## config.mk

```make
export PLATFORM = sky130hd
export DESIGN_NAME = svb_word_op
export DESIGN_NICKNAME = d
export VERILOG_FILES = /design/src/hdl/svb_pkg.sv /design/src/hdl/svb_word_op.sv
export SDC_FILE = /design/constraint.sdc
export NUM_CORES = 1
export LEC_CHECK = 0
export ABC_CLOCK_PERIOD_IN_PS = 7100
export BUFFER_PORTS_ARGS = -buffer_cell sky130_fd_sc_hd__buf_2
export CAP_MARGIN = 20
export CORE_ASPECT_RATIO = 0.7
export CORE_MARGIN = 5
export CORE_UTILIZATION = 50
export DETAILED_ROUTE_END_ITERATION = 8
export GPL_TIMING_DRIVEN = 0
export PLACE_DENSITY = 0.95
export RECOVER_POWER = 100
export SYNTH_ARGS = -nofsm -noshare
export SYNTH_HDL_FRONTEND = slang
export SYNTH_SLANG_ARGS = --single-unit
```

## constraint.sdc

```tcl
create_clock -name vclk -period 7.1
set_input_delay 1.42 -clock vclk [all_inputs]
set_output_delay 1.42 -clock vclk [all_outputs]
set_load 0.005 [all_outputs]
```

## src/hdl/svb_pkg.sv

```systemverilog
package svb_pkg;

  localparam int unsigned TRACKED_ENTRIES = 65536;
  localparam int unsigned WORD_BITS       = 32;

  localparam int unsigned STORE_WORDS = (TRACKED_ENTRIES + WORD_BITS - 1) / WORD_BITS;
  localparam int unsigned BIT_W       = $clog2(WORD_BITS);
  localparam int unsigned WADDR_W     = (STORE_WORDS > 1) ? $clog2(STORE_WORDS) : 1;

  localparam int unsigned IDX_W  = 16;
  localparam int unsigned FUNC_W = 2;

  localparam logic [FUNC_W-1:0] FUNC_MARK_VALID   = 2'd0;
  localparam logic [FUNC_W-1:0] FUNC_MARK_INVALID = 2'd1;
  localparam logic [FUNC_W-1:0] FUNC_CHECK        = 2'd2;

  // Per-word operation: function code and the inclusive bit span inside the word.
  typedef struct packed {
    logic [FUNC_W-1:0] func;
    logic [BIT_W-1:0]  lo_bit;
    logic [BIT_W-1:0]  hi_bit;
  } word_ctrl_t;

endpackage

```

## src/hdl/svb_word_op.sv

```systemverilog
module svb_word_op (
  input  logic [svb_pkg::WORD_BITS-1:0] word_i,
  input  svb_pkg::word_ctrl_t           ctrl_i,
  output logic [svb_pkg::WORD_BITS-1:0] word_o,
  output logic                          all_set_o
);
  import svb_pkg::*;

  logic [WORD_BITS-1:0] ones;
  logic [WORD_BITS-1:0] mask;
  logic [BIT_W-1:0]     top_gap;

  assign ones    = '1;
  assign top_gap = BIT_W'(WORD_BITS - 1) - ctrl_i.hi_bit;
  assign mask    = (ones << ctrl_i.lo_bit) & (ones >> top_gap);

  always_comb begin
    case (ctrl_i.func)
      FUNC_MARK_VALID:   word_o = word_i | mask;
      FUNC_MARK_INVALID: word_o = word_i & ~mask;
      default:           word_o = word_i;
    endcase
  end

  assign all_set_o = ((word_i & mask) == mask);

endmodule

```

==> results of run 1 <==
==> synth_stat cells (2+ instances only) <==
| library cell | n | area share |
|---|---|---|
| sky130_fd_sc_hd__clkbuf_1 | 18 | 0.053 |
| sky130_fd_sc_hd__and2_1 | 4 | 0.020 |
| sky130_fd_sc_hd__o32ai_1 | 2 | 0.014 |
| sky130_fd_sc_hd__a21o_1 | 4 | 0.024 |
| sky130_fd_sc_hd__a211oi_1 | 2 | 0.012 |
| sky130_fd_sc_hd__mux2i_1 | 4 | 0.031 |
| sky130_fd_sc_hd__or3_1 | 6 | 0.029 |
| sky130_fd_sc_hd__o22ai_1 | 4 | 0.020 |
| sky130_fd_sc_hd__inv_1 | 12 | 0.035 |
| sky130_fd_sc_hd__o21a_1 | 2 | 0.012 |
| sky130_fd_sc_hd__o21ai_0 | 26 | 0.10 |
| sky130_fd_sc_hd__a41oi_1 | 2 | 0.014 |
| sky130_fd_sc_hd__buf_2 | 2 | 0.0078 |
| sky130_fd_sc_hd__a211o_1 | 3 | 0.021 |
| sky130_fd_sc_hd__o41ai_1 | 11 | 0.075 |
| sky130_fd_sc_hd__or4_1 | 4 | 0.024 |
| sky130_fd_sc_hd__a31oi_1 | 2 | 0.0098 |
| sky130_fd_sc_hd__a21oi_1 | 11 | 0.043 |
| sky130_fd_sc_hd__o21ai_1 | 4 | 0.016 |
| sky130_fd_sc_hd__nor3_1 | 9 | 0.035 |
| sky130_fd_sc_hd__nand4_1 | 2 | 0.0098 |
| sky130_fd_sc_hd__nand2_1 | 18 | 0.053 |
| sky130_fd_sc_hd__nand3_1 | 5 | 0.020 |
| sky130_fd_sc_hd__nor2_1 | 6 | 0.018 |
| sky130_fd_sc_hd__o31ai_1 | 24 | 0.14 |
| sky130_fd_sc_hd__nor4_1 | 3 | 0.015 |
==> critical path, stage by stage <==
cell and delay (ns):
sky130_fd_sc_hd__clkbuf_1 0.26, sky130_fd_sc_hd__clkbuf_1 0.42, sky130_fd_sc_hd__clkbuf_1 0.40, sky130_fd_sc_hd__nor2b_1 0.44, sky130_fd_sc_hd__nand3_1 0.25, sky130_fd_sc_hd__a21o_1 0.23, sky130_fd_sc_hd__o21ai_0 0.14, sky130_fd_sc_hd__clkbuf_1 0.13
==> per-layer routing <==
metal	wire length (um)	vias to the layer above	GRT usage
li1	-	1002	-
met1	2460	935	0.422
met2	2310	196	0.435
met3	922	11	0.0939
met4	86	0	0.0414
met5	0	-	0
==> through the flow <==
stage                     worst slack, ns  std cells  total power (W)  utilization  hold slack [ns]
after floorplan                      2.67        212        0.0000623            -             2.91
after global placement               2.10        318         0.000106        0.683             3.12
after detailed placement             2.12        318         0.000106        0.683             3.12
after CTS                            2.12        318         0.000106        0.683             3.12
after global routing                 1.85        318         0.000116        0.668             3.14
final                                1.99        318         0.000107        0.668             3.13
==> power by group through the flow <==
| stage | logic (W) | registers, W | clock network [W] |
|---|---|---|---|
| after global placement | 0.000106 | 0 | 0 |
| final | 0.000107 | 0 | 0 |
| after floorplan | 0.0000623 | 0 | 0 |
| after global routing | 0.000116 | 0 | 0 |
| after detailed placement | 0.000106 | 0 | 0 |
| after CTS | 0.000106 | 0 | 0 |
==> path summary, 6_finish.rpt <==
path,startpoint,endpoint,cells after the start
max,ctrl_i[4],word_o[28],8
min,word_i[5],word_o[5],3
==> cells by family (layout without fill, tap and decap cells) <==
group                  Yosys count  count (layout)  share of synthesized area
multiplexers                     4               4                     0.0313
AO/OA/AOI/OAI                  108             108                      0.585
AND/OR/NAND/NOR                 65              65                      0.272
buffers and inverters           35             107                      0.112
==> layout make-up <==
cell class / instances / area [um2]
buffer: 23 / 97.6
fill: 249 / 816
inverter: 12 / 45.0
multi-input combinational: 177 / 1130
tap: 34 / 42.5
timing repair buffer: 72 / 323
==> impl_metrics.env, run 1 <==
export IMPL_status="finished clean"
export IMPL_grt_first_pass_wirelength_mm=8.87
export IMPL_synthesis_area_mm2=0.00128
export IMPL_timing_critical_path_fanout_max=10
export IMPL_timing_final_crit_share=0.719
export IMPL_hold_fails_final_rpt=0
export IMPL_synth_avg_cell_area_um2=6.03
export IMPL_synthesis_nets=256
export IMPL_cp_arrival_ns=3.69
export IMPL_power_frac_comb=1.000
export IMPL_layout_sequential_cells=0
export IMPL_groute_usage_overall=0.295
export IMPL_clock_power_share=0
export IMPL_final_max_slew_viol_count=0
export IMPL_core_mm2=0.00246
export IMPL_seq_power_share=0
export IMPL_avgRoutedWirePerCell_um=18.2
export IMPL_grt_setup_unrepaired="false"
export IMPL_number_of_max_cap_violations=0
export IMPL_worst_ir_drop_vdd_mv=0.0339
export IMPL_holdBufCountCts=0
export IMPL_die_area_mm2=0.00368
export IMPL_p_leak_nw=0.637
export IMPL_num_io_pins=77
export IMPL_die_y_um=52.3
export IMPL_top_library_cells_by_usage_in_the_layout_fill_and_taps_aside="sky130_fd_sc_hd__clkbuf_1, sky130_fd_sc_hd__buf_2, sky130_fd_sc_hd__o21ai_0"
export IMPL_num_nets_final=330
export IMPL_final_setup_tns_ns=0
export IMPL_switching_share_of_power=0.630
export IMPL_antenna_found_initial=0
export IMPL_yosys_cell_types_count=48
export IMPL_drc_errors=0
export IMPL_stdcell_area_mm2=0.00164
export IMPL_layout_clock_buffer_count=0
export IMPL_power_density_mw_per_mm2=65.2
export IMPL_half_perimeter_wire_length_after_detailed_placement_mm=4.41
export IMPL_p_int_w=0.0000397
export IMPL_placed_area_mm2=0.00168
export IMPL_die_w_um=70.4
export IMPL_drive_above_1_share=0.180
export IMPL_achievable_frequency_mhz=196
export IMPL_crit_path_category="in -> out"
export IMPL_via_count=2144
export IMPL_drt_pass1_iter_count=5
export IMPL_gr_total_overflow=0
export IMPL_fp_row_count=15
export IMPL_antennaDiodeCount=0
export IMPL_gp_congestion=1.03
export IMPL_drt_iter0_drc=291
export IMPL_drt_antenna_violating_nets=0
export IMPL_final_period_minus_worst_setup_slack_ns=5.11
export IMPL_grt_max_degree=11
export IMPL_tightest_slew_ns=0.634
export IMPL_worst_endpoint_required_ns=5.68
export IMPL_vias_per_cell=6.74
export IMPL_slew_limit_headroom=0.573
export IMPL_number_of_global_route_vias_before_repair=1812
export IMPL_synth_cells=212
export IMPL_wl_mm=5.78
export IMPL_setup_violations_final=0
export IMPL_cts_repair_resized=0
export IMPL_seq_area_um2=0
export IMPL_start_util=0.520
export IMPL_mostFrequentLayoutCell="sky130_fd_sc_hd__clkbuf_1"
export IMPL_area_growth_pct=28.6
export IMPL_synth_sequential_area_ratio=0
export IMPL_power_switching_w=0.0000675
export IMPL_buffer_ports_inserted=72
export IMPL_worstSetupStartpointType="input pin"
export IMPL_min_delay_path_class="in -> out"
export IMPL_worstSetupEndpointType="primary output"
export IMPL_yosysWarningCount=0
export IMPL_cts_post_setup_buffers_inserted=0
Note: power is estimated with default switching activity, not from simulation.
==> run 2, diff against run 1 <==
--- a/config.mk
+++ b/config.mk
@@ -5,15 +5,15 @@
 export SDC_FILE = /design/constraint.sdc
 export NUM_CORES = 1
 export LEC_CHECK = 0
-export ABC_CLOCK_PERIOD_IN_PS = 7100
+export ABC_CLOCK_PERIOD_IN_PS = 4400
 export BUFFER_PORTS_ARGS = -buffer_cell sky130_fd_sc_hd__buf_2
 export CAP_MARGIN = 20
 export CORE_ASPECT_RATIO = 0.7
 export CORE_MARGIN = 5
-export CORE_UTILIZATION = 50
+export CORE_UTILIZATION = 42
 export DETAILED_ROUTE_END_ITERATION = 8
 export GPL_TIMING_DRIVEN = 0
-export PLACE_DENSITY = 0.95
+export PLACE_DENSITY = 0.89
 export RECOVER_POWER = 100
 export SYNTH_ARGS = -nofsm -noshare
 export SYNTH_HDL_FRONTEND = slang
==> constraint.sdc (replaced) <==
create_clock -name vclk -period 4.4
set_input_delay 0.88 -clock vclk [all_inputs]
set_output_delay 0.88 -clock vclk [all_outputs]
set_load 0.005 [all_outputs]
==> impl_metrics.env, run 2 (same netlist as run 1, synthesis figures left out) <==
export IMPL_final_period_minus_worst_setup_slack_ns=4.06
export IMPL_drt_iter0_drc=207
export IMPL_stdcell_area_mm2=0.00165
export IMPL_p_leak_nw=0.641
export IMPL_drt_antenna_violating_nets=0
export IMPL_area_growth_pct=28.9
export IMPL_timing_final_crit_share=0.923
export IMPL_timing_critical_path_fanout_max=10
export IMPL_worstSetupStartpointType="input pin"
export IMPL_setup_violations_final=0
export IMPL_status="finished clean"
export IMPL_via_count=2142
export IMPL_buffer_ports_inserted=72
export IMPL_drive_above_1_share=0.183
export IMPL_whs_ns=2.05
export IMPL_antenna_found_initial=0
export IMPL_critical_path_slowest_cell="sky130_fd_sc_hd__clkbuf_1"
export IMPL_die_area_mm2=0.00426
export IMPL_num_nets_final=330
export IMPL_grt_max_degree=11
export IMPL_hold_fails_final_rpt=0
export IMPL_grt_setup_unrepaired="false"
export IMPL_layout_sequential_cells=0
export IMPL_final_max_slew_viol_count=0
export IMPL_die_y_um=56.1
export IMPL_number_of_max_cap_violations=0
export IMPL_global_route_usage_met2=0.393
export IMPL_antennaDiodeCount=0
export IMPL_drc_errors=0
export IMPL_half_perimeter_wire_length_after_detailed_placement_mm=4.75
export IMPL_gr_total_overflow=0
export IMPL_die_w_um=75.9
export IMPL_min_delay_path_class="in -> out"
export IMPL_groute_usage_overall=0.262
export IMPL_worst_endpoint_required_ns=3.52
export IMPL_start_util=0.446
export IMPL_grtUsageMet3=0.0615
export IMPL_gp_congestion=0.998
export IMPL_wl_mm=6.05
export IMPL_tightest_slew_ns=0.585
export IMPL_cp_arrival_ns=3.18
export IMPL_cts_repair_resized=0
export IMPL_fp_row_count=16
export IMPL_drt_pass1_iter_count=5
export IMPL_holdBufCountCts=0
export IMPL_crit_path_category="in -> out"
export IMPL_num_io_pins=77
export IMPL_mostFrequentLayoutCell="sky130_fd_sc_hd__clkbuf_1"
export IMPL_seq_area_um2=0
export IMPL_critical_path_cell_chain="clkbuf_1, clkbuf_1, clkbuf_1, nor2b_1, nand3_1, a21o_1, o21ai_0, clkbuf_1"
export IMPL_achievable_frequency_mhz=246
export IMPL_fin_util=0.575
export IMPL_cts_post_setup_buffers_inserted=0
export IMPL_top_library_cells_by_usage_in_the_layout_fill_and_taps_aside="sky130_fd_sc_hd__clkbuf_1, sky130_fd_sc_hd__buf_2, sky130_fd_sc_hd__o21ai_0"
export IMPL_placed_area_mm2=0.00168
export IMPL_grt_first_pass_wirelength_mm=9.49
export IMPL_path_common_cell="sky130_fd_sc_hd__clkbuf_1"
export IMPL_final_setup_tns_ns=0
export IMPL_slew_limit_headroom=0.607
export IMPL_number_of_global_route_vias_before_repair=1902
export IMPL_vias_per_cell=6.69
export IMPL_setup_slack_ns=0.340
export IMPL_core_mm2=0.00286
export IMPL_worst_ir_drop_vdd_mv=0.0517
export IMPL_gr_max_usage_layer="met2"
export IMPL_pre_cts_slack_ns=0.508
export IMPL_power_density_mw_per_mm2=105
export IMPL_worstSetupEndpointType="primary output"
export IMPL_layout_clock_buffer_count=0
export IMPL_critical_path_max_stage_delay_ns=0.44
export IMPL_avgRoutedWirePerCell_um=18.9
export IMPL_gr_usage_met1=0.380
run 2: worst max-delay path: cells and delay by family:
kind,cells,cell delay (ns)
buffers and inverters,4,1.27
AND/OR/NAND/NOR,2,0.66
AO/OA/AOI/OAI,2,0.38
run 2: cell type report:
class                           count  area [um2]
Buffer                             23        97.6
Multi-Input combinational cell    177        1130
Tap cell                           36        45.0
Inverter                           12        45.0
Fill cell                         309        1220
Timing Repair Buffer               72         324
run 2: per-stage QoR:
| step | instances | power [W] |
|---|---|---|
| after detailed placement | 320 | 0.000172 |
| after CTS | 320 | 0.000173 |
| final | 320 | 0.000174 |
| after global placement | 320 | 0.000172 |
| after floorplan | 212 | 0.000101 |
| after global routing | 320 | 0.000189 |
run 2: layer usage:
metal,part of all wire,vias up
li1,-,993
met2,0.40,177
met4,0.0098,0
met5,0,-
met3,0.15,10
met1,0.44,962
run 2: final timing paths:
path,end,cells after the start,start,slack (ns)
max,word_o[28],8,ctrl_i[4],0.34
min,word_o[17],4,word_i[17],2.05
run 2: where the power goes:
| group | total (W) | switching (W) | internal (W) | leakage (nW) |
|---|---|---|---|---|
| registers | 0 | 0 | 0 | 0 |
| logic | 0.000174 | 0.000109 | 0.0000643 | 0.641 |
| clock network | 0 | 0 | 0 | 0 |
